### config.mk
export PLATFORM = sky130hd
export DESIGN_NAME = risc_alu_register_execute_core
export DESIGN_NICKNAME = d
export VERILOG_FILES = /design/src/rtl/core/rae_pkg.sv /design/src/rtl/core/rae_front.sv /design/src/rtl/core/rae_fifo.sv /design/src/rtl/core/rae_back.sv /design/src/rtl/core/risc_alu_register_execute_core.sv
export SDC_FILE = /design/constraint.sdc
export NUM_CORES = 2
export LEC_CHECK = 0
export ABC_AREA = 0
export BUFFER_PORTS_ARGS = -buffer_cell sky130_fd_sc_hd__buf_2
export CAP_MARGIN = 20
export CORE_MARGIN = 2
export CORE_UTILIZATION = 50
export DETAILED_ROUTE_END_ITERATION = 6
export GPL_TIMING_DRIVEN = 0
export PLACE_DENSITY_LB_ADDON = 0.15
export RECOVER_POWER = 50
export SLEW_MARGIN = 30
export SYNTH_ARGS = -nofsm -noshare
export SYNTH_HDL_FRONTEND = slang
export SYNTH_SLANG_ARGS = --single-unit
### constraint.sdc
create_clock -name clk_i -period 25.7 [get_ports clk_i]
set_input_delay 3.855 -clock clk_i [delete_from_list [all_inputs] [get_ports clk_i]]
set_output_delay 3.855 -clock clk_i [all_outputs]
set_load 0.05 [all_outputs]
### src/rtl/core/rae_pkg.sv
// ----------------------------------------------------------------------------
// rae_pkg: shared types and constants of the register execute core
// Request and response payloads, the decoded command word that travels from
// the front end to the execute pipeline, and the operation codes.
// ----------------------------------------------------------------------------
package rae_pkg;

  localparam int unsigned OPC_W     = 6;
  localparam int unsigned IDX_W     = 5;
  localparam int unsigned IMM_W     = 16;
  localparam int unsigned OUT_W     = 32;
  localparam int unsigned CMDQ_DEPTH = 2;

  localparam logic [OPC_W-1:0] OPC_ADD  = 6'd0;
  localparam logic [OPC_W-1:0] OPC_ADDI = 6'd1;
  localparam logic [OPC_W-1:0] OPC_SUB  = 6'd2;
  localparam logic [OPC_W-1:0] OPC_SUBI = 6'd3;
  localparam logic [OPC_W-1:0] OPC_MUL  = 6'd4;
  localparam logic [OPC_W-1:0] OPC_MULI = 6'd5;
  localparam logic [OPC_W-1:0] OPC_OR   = 6'd6;
  localparam logic [OPC_W-1:0] OPC_ORI  = 6'd7;
  localparam logic [OPC_W-1:0] OPC_AND  = 6'd8;
  localparam logic [OPC_W-1:0] OPC_ANDI = 6'd9;
  localparam logic [OPC_W-1:0] OPC_XOR  = 6'd10;
  localparam logic [OPC_W-1:0] OPC_XORI = 6'd11;

  typedef enum logic [2:0] {
    ALU_ADD,
    ALU_SUB,
    ALU_MUL,
    ALU_OR,
    ALU_AND,
    ALU_XOR
  } alu_op_e;

  typedef struct packed {
    logic [OPC_W-1:0]        opcode;
    logic [IDX_W-1:0]        src_reg;
    logic [IDX_W-1:0]        second_reg;
    logic [IDX_W-1:0]        dest_reg;
    logic signed [IMM_W-1:0] immediate;
  } rae_req_t;

  typedef struct packed {
    logic                    wrote;
    logic [IDX_W-1:0]        written_index;
    logic signed [OUT_W-1:0] written_value;
  } rae_rsp_t;

  typedef struct packed {
    logic                    wr_en;
    logic                    use_imm;
    alu_op_e                 op;
    logic [IDX_W-1:0]        rs;
    logic [IDX_W-1:0]        rt;
    logic [IDX_W-1:0]        dst;
    logic signed [IMM_W-1:0] imm;
  } rae_cmd_t;

endpackage

### src/rtl/core/rae_front.sv
// ----------------------------------------------------------------------------
// rae_front: request decoder
// Classifies each request into an ALU operation, operand sources and a
// destination, and hands the decoded command to the command queue.
// ----------------------------------------------------------------------------
module rae_front #(
  parameter int unsigned RegCount = 32
) (
  input  logic              req_valid_i,
  output logic              req_ready_o,
  input  rae_pkg::rae_req_t req_i,
  output logic              cmd_valid_o,
  input  logic              cmd_ready_i,
  output rae_pkg::rae_cmd_t cmd_o
);

  logic                          known;
  rae_pkg::alu_op_e              op;
  logic [rae_pkg::IDX_W-1:0]     dst;

  always_comb begin
    known = 1'b1;
    op    = rae_pkg::ALU_ADD;
    unique case (req_i.opcode)
      rae_pkg::OPC_ADD, rae_pkg::OPC_ADDI: op = rae_pkg::ALU_ADD;
      rae_pkg::OPC_SUB, rae_pkg::OPC_SUBI: op = rae_pkg::ALU_SUB;
      rae_pkg::OPC_MUL, rae_pkg::OPC_MULI: op = rae_pkg::ALU_MUL;
      rae_pkg::OPC_OR,  rae_pkg::OPC_ORI:  op = rae_pkg::ALU_OR;
      rae_pkg::OPC_AND, rae_pkg::OPC_ANDI: op = rae_pkg::ALU_AND;
      rae_pkg::OPC_XOR, rae_pkg::OPC_XORI: op = rae_pkg::ALU_XOR;
      default: known = 1'b0;
    endcase

    if (!known) begin
      dst = '0;
    end else if (req_i.opcode[0]) begin
      dst = req_i.second_reg;
    end else begin
      dst = req_i.dest_reg;
    end

    cmd_o.wr_en   = known && (32'(dst) < RegCount);
    cmd_o.use_imm = req_i.opcode[0];
    cmd_o.op      = op;
    cmd_o.rs      = req_i.src_reg;
    cmd_o.rt      = req_i.second_reg;
    cmd_o.dst     = dst;
    cmd_o.imm     = req_i.immediate;
  end

  assign cmd_valid_o = req_valid_i;
  assign req_ready_o = cmd_ready_i;

endmodule

### src/rtl/core/rae_fifo.sv
// ----------------------------------------------------------------------------
// rae_fifo: command queue
// Short queue of decoded commands between the decoder and the execute
// pipeline, so that each side can stall on its own.
// ----------------------------------------------------------------------------
module rae_fifo (
  input  logic              clk_i,
  input  logic              rst_ni,
  input  logic              in_valid_i,
  output logic              in_ready_o,
  input  rae_pkg::rae_cmd_t in_i,
  output logic              out_valid_o,
  input  logic              out_ready_i,
  output rae_pkg::rae_cmd_t out_o
);

  localparam int unsigned PtrW = $clog2(rae_pkg::CMDQ_DEPTH);
  localparam int unsigned CntW = $clog2(rae_pkg::CMDQ_DEPTH + 1);

  rae_pkg::rae_cmd_t entry_q [rae_pkg::CMDQ_DEPTH];
  logic [PtrW-1:0]   wr_ptr_q, wr_ptr_d;
  logic [PtrW-1:0]   rd_ptr_q, rd_ptr_d;
  logic [CntW-1:0]   count_q, count_d;
  logic              push, pop;

  assign in_ready_o  = (count_q != CntW'(rae_pkg::CMDQ_DEPTH));
  assign out_valid_o = (count_q != '0);
  assign out_o       = entry_q[rd_ptr_q];
  assign push        = in_valid_i && in_ready_o;
  assign pop         = out_valid_o && out_ready_i;

  always_comb begin
    wr_ptr_d = wr_ptr_q;
    rd_ptr_d = rd_ptr_q;
    count_d  = count_q;
    if (push) begin
      wr_ptr_d = (wr_ptr_q == PtrW'(rae_pkg::CMDQ_DEPTH - 1)) ? '0 : wr_ptr_q + 1'b1;
    end
    if (pop) begin
      rd_ptr_d = (rd_ptr_q == PtrW'(rae_pkg::CMDQ_DEPTH - 1)) ? '0 : rd_ptr_q + 1'b1;
    end
    if (push && !pop) begin
      count_d = count_q + 1'b1;
    end else if (pop && !push) begin
      count_d = count_q - 1'b1;
    end
  end

  always_ff @(posedge clk_i or negedge rst_ni) begin
    if (!rst_ni) begin
      wr_ptr_q <= '0;
      rd_ptr_q <= '0;
      count_q  <= '0;
    end else begin
      wr_ptr_q <= wr_ptr_d;
      rd_ptr_q <= rd_ptr_d;
      count_q  <= count_d;
    end
  end

  always_ff @(posedge clk_i) begin
    if (push) begin
      entry_q[wr_ptr_q] <= in_i;
    end
  end

endmodule

### src/rtl/core/rae_back.sv
// ----------------------------------------------------------------------------
// rae_back: execute pipeline with register file
// Reads operands from the register file, executes the ALU operation over
// two stages, writes the result back and presents it in an output register.
// ----------------------------------------------------------------------------
module rae_back #(
  parameter int unsigned RegCount = 32,
  parameter int unsigned DataW    = 32
) (
  input  logic              clk_i,
  input  logic              rst_ni,
  input  logic              cmd_valid_i,
  output logic              cmd_ready_o,
  input  rae_pkg::rae_cmd_t cmd_i,
  output logic              rsp_valid_o,
  input  logic              rsp_ready_i,
  output rae_pkg::rae_rsp_t rsp_o
);

  localparam int unsigned AddrW = $clog2(RegCount);

  logic [DataW-1:0]          rf_mem [RegCount];
  logic                      vld_q [RegCount];

  logic                      adv, hazard, pop;
  logic [AddrW-1:0]          rd_addr_a, rd_addr_b, wr_addr;
  logic                      rd_ok_a, rd_ok_b;
  logic [DataW-1:0]          rdata_a_q, rdata_b_q;
  logic                      ok_a_q, ok_b_q;

  logic                      s2_valid_q;
  rae_pkg::rae_cmd_t         s2_cmd_q;
  logic [DataW-1:0]          op_a, op_b;
  logic [DataW-1:0]          alu_d, alu_q;

  logic                      s3_valid_q;
  rae_pkg::rae_cmd_t         s3_cmd_q;
  logic [DataW-1:0]          mul_res;
  logic signed [DataW-1:0]   s3_res;
  logic                      wr_fire;

  logic                      wb_valid_q;
  logic [rae_pkg::IDX_W-1:0] wb_idx_q;
  logic [DataW-1:0]          wb_data_q;

  logic                      rsp_valid_q;
  rae_pkg::rae_rsp_t         rsp_q, rsp_d;

  assign adv = !rsp_valid_q || rsp_ready_i;

  // The item in the execute stage writes too late for a read issued now.
  assign hazard = s2_valid_q && s2_cmd_q.wr_en &&
                  ((s2_cmd_q.dst == cmd_i.rs) ||
                   (!cmd_i.use_imm && (s2_cmd_q.dst == cmd_i.rt)));

  assign cmd_ready_o = adv && !hazard;
  assign pop         = cmd_valid_i && cmd_ready_o;

  assign rd_addr_a = AddrW'(cmd_i.rs);
  assign rd_addr_b = AddrW'(cmd_i.rt);
  assign rd_ok_a   = (32'(cmd_i.rs) < RegCount) && vld_q[rd_addr_a];
  assign rd_ok_b   = (32'(cmd_i.rt) < RegCount) && vld_q[rd_addr_b];

  always_ff @(posedge clk_i) begin
    if (adv) begin
      rdata_a_q <= rf_mem[rd_addr_a];
      rdata_b_q <= rf_mem[rd_addr_b];
      ok_a_q    <= rd_ok_a;
      ok_b_q    <= rd_ok_b;
    end
  end

  always_comb begin
    if (wb_valid_q && (wb_idx_q == s2_cmd_q.rs)) begin
      op_a = wb_data_q;
    end else begin
      op_a = ok_a_q ? rdata_a_q : '0;
    end

    if (s2_cmd_q.use_imm) begin
      op_b = DataW'(signed'(s2_cmd_q.imm));
    end else if (wb_valid_q && (wb_idx_q == s2_cmd_q.rt)) begin
      op_b = wb_data_q;
    end else begin
      op_b = ok_b_q ? rdata_b_q : '0;
    end

    unique case (s2_cmd_q.op)
      rae_pkg::ALU_ADD: alu_d = op_a + op_b;
      rae_pkg::ALU_SUB: alu_d = op_a - op_b;
      rae_pkg::ALU_OR:  alu_d = op_a | op_b;
      rae_pkg::ALU_AND: alu_d = op_a & op_b;
      rae_pkg::ALU_XOR: alu_d = op_a ^ op_b;
      default:          alu_d = '0;
    endcase
  end

  if (DataW <= 32) begin : g_mul_narrow
    logic [DataW-1:0] prod_d, prod_q;

    assign prod_d = op_a * op_b;

    always_ff @(posedge clk_i) begin
      if (adv) begin
        prod_q <= prod_d;
      end
    end

    assign mul_res = prod_q;
  end else begin : g_mul_wide
    // Low and cross partial products; the cross terms only feed the upper half.
    localparam int unsigned HiW = DataW - 32;

    logic [63:0]      lo_d;
    logic [DataW-1:0] lo_q;
    logic [HiW-1:0]   cross1_d, cross1_q, cross2_d, cross2_q;

    assign lo_d     = {32'b0, op_a[31:0]} * {32'b0, op_b[31:0]};
    assign cross1_d = op_a[DataW-1:32] * op_b[HiW-1:0];
    assign cross2_d = op_a[HiW-1:0] * op_b[DataW-1:32];

    always_ff @(posedge clk_i) begin
      if (adv) begin
        lo_q     <= lo_d[DataW-1:0];
        cross1_q <= cross1_d;
        cross2_q <= cross2_d;
      end
    end

    assign mul_res = lo_q + {HiW'(cross1_q + cross2_q), 32'b0};
  end

  always_ff @(posedge clk_i or negedge rst_ni) begin
    if (!rst_ni) begin
      s2_valid_q  <= 1'b0;
      s3_valid_q  <= 1'b0;
      rsp_valid_q <= 1'b0;
      wb_valid_q  <= 1'b0;
    end else if (adv) begin
      s2_valid_q  <= pop;
      s3_valid_q  <= s2_valid_q;
      rsp_valid_q <= s3_valid_q;
      wb_valid_q  <= wr_fire;
    end
  end

  always_ff @(posedge clk_i) begin
    if (adv) begin
      s2_cmd_q <= cmd_i;
      s3_cmd_q <= s2_cmd_q;
      alu_q    <= alu_d;
      rsp_q    <= rsp_d;
    end
  end

  assign s3_res  = (s3_cmd_q.op == rae_pkg::ALU_MUL) ? mul_res : alu_q;
  assign wr_fire = adv && s3_valid_q && s3_cmd_q.wr_en;
  assign wr_addr = AddrW'(s3_cmd_q.dst);

  always_comb begin
    rsp_d.wrote         = s3_cmd_q.wr_en;
    rsp_d.written_index = s3_cmd_q.dst;
    rsp_d.written_value = s3_cmd_q.wr_en ? rae_pkg::OUT_W'(s3_res) : '0;
  end

  always_ff @(posedge clk_i) begin
    if (wr_fire) begin
      rf_mem[wr_addr] <= s3_res;
      wb_idx_q        <= s3_cmd_q.dst;
      wb_data_q       <= s3_res;
    end
  end

  always_ff @(posedge clk_i or negedge rst_ni) begin
    if (!rst_ni) begin
      for (int i = 0; i < int'(RegCount); i++) begin
        vld_q[i] <= 1'b0;
      end
    end else if (wr_fire) begin
      vld_q[wr_addr] <= 1'b1;
    end
  end

  assign rsp_valid_o = rsp_valid_q;
  assign rsp_o       = rsp_q;

endmodule

### src/rtl/core/risc_alu_register_execute_core.sv
// ----------------------------------------------------------------------------
// risc_alu_register_execute_core: ALU execute stage with register file
// Executes one decoded add, subtract, multiply, or, and or xor request per
// cycle when not stalled, against a register file that reads as zero after
// reset. Register forms write dest_reg, immediate forms write second_reg with
// the immediate sign extended, and unknown opcodes write nothing. Requests are
// accepted at one per cycle while the queue has room; a request that reads the
// register written by the request directly ahead of it waits at the head of
// the queue until that write can be forwarded, since the register file read
// is registered. When nothing stalls, a request passes through the queue, the
// operand read register and the execute register, after which write back and
// the output register are loaded at the same edge.
// ----------------------------------------------------------------------------
module risc_alu_register_execute_core #(
  parameter int unsigned REG_COUNT  = 32,
  parameter int unsigned DATA_WIDTH = 32
) (
  input  logic              clk_i,
  input  logic              rst_ni,
  input  logic              req_valid_i,
  output logic              req_ready_o,
  input  rae_pkg::rae_req_t req_i,
  output logic              rsp_valid_o,
  input  logic              rsp_ready_i,
  output rae_pkg::rae_rsp_t rsp_o
);

  logic              dec_valid, dec_ready;
  rae_pkg::rae_cmd_t dec_cmd;
  logic              q_valid, q_ready;
  rae_pkg::rae_cmd_t q_cmd;

  rae_front #(
    .RegCount (REG_COUNT)
  ) u_front (
    .req_valid_i (req_valid_i),
    .req_ready_o (req_ready_o),
    .req_i       (req_i),
    .cmd_valid_o (dec_valid),
    .cmd_ready_i (dec_ready),
    .cmd_o       (dec_cmd)
  );

  rae_fifo u_fifo (
    .clk_i       (clk_i),
    .rst_ni      (rst_ni),
    .in_valid_i  (dec_valid),
    .in_ready_o  (dec_ready),
    .in_i        (dec_cmd),
    .out_valid_o (q_valid),
    .out_ready_i (q_ready),
    .out_o       (q_cmd)
  );

  rae_back #(
    .RegCount (REG_COUNT),
    .DataW    (DATA_WIDTH)
  ) u_back (
    .clk_i       (clk_i),
    .rst_ni      (rst_ni),
    .cmd_valid_i (q_valid),
    .cmd_ready_o (q_ready),
    .cmd_i       (q_cmd),
    .rsp_valid_o (rsp_valid_o),
    .rsp_ready_i (rsp_ready_i),
    .rsp_o       (rsp_o)
  );

endmodule

# Word level (Yosys, flattened, before mapping)
# Memory sizes are Yosys's and may differ from the RTL's. A register that Yosys moved wholly into a read port is not among the register bits.
# Index checks and enable logic that the tools add are counted.
[word_totals]
ff_bits = 226
ramBits = 1096
in_bits = 41
out_inout_bits = 40
elab_cells = 156
n_memories = 2
[op_classes]
add_sub_neg = 6
mul = 1
n_lt_le_gt_ge = 4
n_eq_ne = 21
n_mux = 27
bitwise = 7
n_reduce_logical = 30
[memory_table]
columns = ["memory", "depth", "word_bits", "rd", "rd_clocked_by_memory_dff", "write_ports", "line", "text"]
rows = [
  ["u_back.rf_mem", 32, 32, 2, 2, 1, "rae_back.sv:22", "logic [DataW-1:0] rf_mem [RegCount];"],
  ["u_fifo.entry_q", 2, 36, 1, 0, 1, "rae_fifo.sv:20", "rae_pkg::rae_cmd_t entry_q [rae_pkg::CMDQ_DEPTH];"],
]
[ops]
columns = ["cell", "count"]
rows = [
  ["$mux W32", 6],
  ["$pmux W32 S5", 1],
  ["$or A32 B32 Y32", 2],
  ["$add A32 B32 Y32", 1],
  ["$and A32 B32 Y32", 1],
  ["$mul A32 B32 Y32", 1],
  ["$sub A32 B32 Y32", 1],
  ["$xor A32 B32 Y32", 1],
  ["$eq A6 B3 Y1 const B", 4],
  ["$eq A6 B4 Y1 const B", 4],
  ["$eq A5 B5 Y1", 4],
  ["$ge A6 B6 Y1 const B", 3],
  ["$not A5 Y6", 3],
  ["$pmux W3 S5", 1],
  ["$logic_and A1 B1 Y1", 13],
  ["$eq A6 B2 Y1 const B", 2],
  ["$mux W1", 12],
  ["$reduce_or A12 Y1", 1],
  ["$bmux W1 S5", 2],
  ["$mux W5", 2],
  ["$reduce_or A2 Y1", 5],
  ["$eq A3 B2 Y1 const B", 2],
  ["$eq A3 B3 Y1 const B", 2],
  ["$eq A6 B1 Y1 const B", 1],
  ["other kinds (13)", 21],
]

# Depth between registers and ports, before layout
# An unclocked memory read counts as a cell.
[logic_depth]
ltp_word = 11
depth_mapped = 37
mapped_depth_nobuf = 32

# Cells and area by module
# From an unflattened synthesis, not the netlist that was laid out.
[hier_totals]
cells_unflattened = 5095
area_unflattened_um2 = 80342.1
[by_module_without_submodules]
columns = ["module", "n_inst", "cells_per_inst", "area_each_um2", "seq_area_each_um2"]
rows = [
  ["rae_back", 1, 4918, 77055.2, 39157.6],
  ["rae_fifo", 1, 130, 2941.6, 2262.2],
  ["rae_front", 1, 47, 345.3, 0.0],
]

# Least setup slack after synthesis
# OpenSTA, ideal clock, no wires.
[synth_timing]
kind = "in2reg"
startpoint = "input port rsp_ready_i"
endpoint = "memory u_back.rf_mem[15][0] (enable)"
setup_ns = 0.422
arrival_time_ns = 13.699
required_time_ns = 25.278
slack_ns = 11.579
path_stages = 6
path_buffers = 1
cell_sequence = "nand2b_1 clkbuf_1 nand3_1 inv_1 nand3_1 nor2_1"
[synth_via]
elab_chain_len = 5
[synth_rtl]
columns = ["element", "line", "text"]
rows = [
  ["from (decl)", "risc_alu_register_execute_core.sv:24", "input logic rsp_ready_i,"],
  ["$logic_or A1 B1 Y1", "rae_back.sv:49", "assign adv = !rsp_valid_q || rsp_ready_i;"],
  ["$logic_and A1 B1 Y1 (2 in a row)", "rae_back.sv:157", "assign wr_fire = adv && s3_valid_q && s3_cmd_q.wr_en;"],
  ["named net u_back.wr_fire", "rae_back.sv:40", "logic wr_fire;"],
  ["$mux W1", "rae_back.sv:167", "if (wr_fire) begin"],
  ["$mux W1 (implied by the code)", "rae_back.sv:168", "rf_mem[wr_addr] <= s3_res;"],
  ["to (decl)", "rae_back.sv:22", ""],
]
# The timed path passes the listed nets, and every way through them passes these cells.

# Final worst setup path
[layout_timing]
startpoint = "register u_back.wb_idx_q[1] (netlist bit)"
endpoint = "register u_back.g_mul_narrow.prod_q[29], data pin"
[layout_via]
elab_chain_len = 5
elab_cells_between_ends = 8
classes_between = "mul: 1; eq/ne: 2; mux: 3; reduce/logical: 2"
[layout_rtl]
columns = ["element", "line", "text"]
rows = [
  ["from (decl)", "rae_back.sv:43", "logic [rae_pkg::IDX_W-1:0] wb_idx_q;"],
  ["from (signal assigned)", "rae_back.sv:169", "wb_idx_q <= s3_cmd_q.dst;"],
  ["$eq A5 B5 Y1", "rae_back.sv:82", "end else if (wb_valid_q && (wb_idx_q == s2_cmd_q.rt)) begin"],
  ["$logic_and A1 B1 Y1", "rae_back.sv:82", ""],
  ["$mux W32", "rae_back.sv:82", ""],
  ["$mux W32", "rae_back.sv:80", "if (s2_cmd_q.use_imm) begin"],
  ["$mul A32 B32 Y32 *", "rae_back.sv:101", "assign prod_d = op_a * op_b;"],
  ["named net u_back.g_mul_narrow.prod_d[29]", "rae_back.sv:99", "logic [DataW-1:0] prod_d, prod_q;"],
  ["to (signal assigned)", "rae_back.sv:105", "prod_q <= prod_d;"],
  ["to (decl)", "rae_back.sv:99", ""],
]
# Mark *: on every way through the listed nets, which the timed path passes. The rest lies on a longest branch.
# A chain may end at the register's enable or synchronous reset.

==> impl_metrics.tcl <==
set metrics [dict create \
    synth_top_area_cell "edfxtp_1" \
    violated_checks "max-capacitance violations, max-slew violations" \
    synth_top_cells_by_area "edfxtp_1 (49%), fa_1 (9.9%), nand2_1 (7.8%)" \
    grt_overflow 0 \
    htree_num_levels 4 \
    worst_setup_path_start_kind "register" \
    slowest_stage "clkbuf_1" \
    antenna_left 0 \
    top_level_ports 81 \
    critical_path.max_stage_delay_ns 0.79 \
    yosysSeqAreaShare 0.5025 \
    slew-limit-headroom -1.242 \
    max_clock_freq_ghz 0.08638 \
    grt_pass1_wl_um 459400 \
    timing.final.max_slew_violations 1344 \
    routed_wire_length_per_instance_um 34.11 \
    clock_buffers_created_by_tritoncts 153 \
    netlist_instances 7096 \
    synth_flop_cell "edfxtp_1" \
    clock_sinks 1386 \
    cap_viol_max_count 43 \
    worstSetupEndpointType "register" \
    setup-violations-final 0 \
    die_height_um 410.0 \
    totalWireLength_um 332400 \
    syn_to_final_growth_pct 12.47 \
    grt_antenna_before_repair 28 \
    place.port_buffers 80 \
    starting_utilization_of_the_core_area 0.5013 \
    post_route_cells_drive_above_1_share 0.1177 \
    master_cell_of_the_clock_root_buffer "clkbuf_16" \
    crit_required_ns 26.27 \
    first_global_vias 61400 \
    ys_seq_elements 1386 \
    worstSkewPairLatency_ns 0.84 \
    setup-tns-final_ns 0 \
    number_of_setup_buffers_added_after_cts 0 \
    critical-path-top-cell-by-count "fa_1" \
    synth.avg_cell_area_um2 11.62 \
    cts.reportedPaths.clkPinSlew_ns 0.06 \
    grt_max_degree 49 \
    hold_ws_ns 0.4502 \
    synthesis.yosys.warnings 0 \
    criticalPathCategory "reg -> reg" \
    hpwl_um 253700 \
    critical_path_fanout_max 10 \
    synthDistinctLibCells 95 \
    filler_cells_inserted 13870 \
    synth.net_count 7765 \
    row_count 149 \
    post_cts.resized_instances 0 \
    rsz0062_at_grt "no" \
    number_of_failing_hold_endpoints_at_the_final_stage 0 \
    die_footprint_um2 168100 \
    finalCoreUtilization 0.5638 \
    synth-edff-count 1346 \
    post-synth-top-area-fraction 0.4903 \
    detail_route.drc_violations 0 \
    timing.critical_path.max_delay_family "adder cells" \
    min_path_type "reg -> reg" \
    hold_buf_count_cts 0 \
    finalClockSkew_ns 0.03949 \
    cp_data_arrival_time_ns 12.15 \
    min_period_ns 11.58 \
    gr_usage_total 0.3936 \
    detailroute.via_count 62560 \
    vias_per_cell 6.420 \
    cts.path.max_buffers 3 \
    period_utilisation_layout 0.4505 \
    worst-path-buf-inv 10 \
    netlist_area_um2 82430 \
    die_w_um 410.0 \
    initialDrtViolationCount 8639 \
    placer_congestion 1.046 \
    floorplan.core_area_um2 164400 \
    drt_pre_antenna_iters 6 \
    outcome "finished, violations left" \
    cts_tree "built" \
    finish.net_count 8084 \
    worst_pin_slew_ns 3.363 \
    async_flop_share 0.02886 \
]
==> cells in the final DEF, fill, tap and decap left out, types with 156 or more instances in the layout <==
cell / count
clkbuf_16: 156
ha_1: 219
and3_1: 290
inv_1: 456
mux4_2: 264
a311oi_1: 168
edfxtp_1: 1346
nand3_1: 195
clkbuf_1: 378
nand2_1: 1718
nor2_1: 369
fa_1: 409
==> synthesized netlist by cell type (48+ instances only) <==
cell      number
edfxtp_1    1346
o21ai_0       80
a31oi_1      115
ha_1         219
buf_1         83
a211oi_1      71
mux2_2        66
a311oi_1     168
and3_1       290
inv_1        456
xnor2_1      133
fa_1         409
nand3_1      196
nor2_1       402
nand2_1     1719
a21o_1        48
clkbuf_1     357
mux4_2       264
a21oi_1      129
==> metrics by stage <==
| stage | instance area (um2) | worst slack, ns | cells |
|---|---|---|---|
| after CTS | 92870 | 14.35 | 9724 |
| after floorplan | 82430 | 11.58 | 7096 |
| after global routing | 92670 | 13.84 | 9729 |
| final | 92710 | 14.12 | 9744 |
| after global placement | 85570 | 3.674 | 9365 |
| after detailed placement | 87900 | 14.39 | 9445 |
==> layer usage <==
layer  global-route usage  wire [um]  up-vias
li1                     -          -    25860
met1               0.4826     115900    31380
met2               0.6064     147700     4306
met3              0.09253      36740      998
met4               0.2993      31960        8
met5                    0         55        -
==> sequential cells by signal, indices dropped and copies added (netlist names), 2 cells and up <==
signal,cells
u_back.alu_q,32
u_back.g_mul_narrow.prod_q,32
u_back.rdata_a_q,32
u_back.rdata_b_q,32
u_back.rf_mem,1024
u_back.rsp_o,38
u_back.s2_cmd_q,36
u_back.s3_cmd_q,3
u_back.vld_q,32
u_back.wb_data_q,32
u_back.wb_idx_q,5
u_back.wr_addr,5
u_fifo.count_q,2
u_fifo.entry_q,72
==> worst reg2reg max path: cells and delay by family, from the launching register on <==
family | cells | cell delay [ns]
fa+ha+maj | 9 | 3.79
buf+inv | 10 | 2.65
compound gates | 8 | 2.33
simple gates | 6 | 1.77
flops | 1 | 0.42
xor+xnor | 2 | 0.37
==> cells by family after synthesis <==
logic type	count (synthesis)	share of synthesized area
compound gates	810	0.07124
xor+xnor	165	0.01820
fa+ha+maj	629	0.1327
buf+inv	957	0.04487
flops	1386	0.5025
mux	371	0.08613
simple gates	2778	0.1444
==> cell type report <==
| type | count | area, um2 | area share |
|---|---|---|---|
| flip-flops and latches | 1386 | 41420 | 0.4468 |
| multi-input cells | 4753 | 37740 | 0.4070 |
| diodes | 16 | 40.04 | 0.0004319 |
| inverters | 483 | 1827 | 0.01970 |
| repair buffers | 164 | 2044 | 0.02205 |
| plain buffers | 474 | 1932 | 0.02084 |
| well taps | 2189 | 2739 | 0.02954 |
| clock buffers | 181 | 4018 | 0.04334 |
| clock inverters | 98 | 953.4 | 0.01028 |
==> final timing paths <==
check,end,start,slack [ns],depth (start not counted)
setup / recovery,u_back.g_mul_narrow.prod_q[29]$_DFFE_PN_,u_back.wb_idx_q[1]$_DFFE_PP_,14.12,35
hold / removal,u_back.rsp_d[37]$_DFFE_PN_,u_back.s2_cmd_q[35]$_DFFE_PN_,0.45,0
setup reg to reg,u_back.g_mul_narrow.prod_q[29]$_DFFE_PN_,u_back.wb_idx_q[1]$_DFFE_PP_,14.12,35
hold reg to reg,u_back.rsp_d[37]$_DFFE_PN_,u_back.s2_cmd_q[35]$_DFFE_PN_,0.45,0
max in group asynchronous,u_back.rsp_valid_o$_DFFE_PN0N_,rst_ni,19.60,1
min in group asynchronous,u_back.vld_q[1]$_DFFE_PN0P_,rst_ni,4.17,1
Power is left out: the tool's default activity adds up to more than one toggle a clock period on the data nets, which glitch-free logic cannot reach.
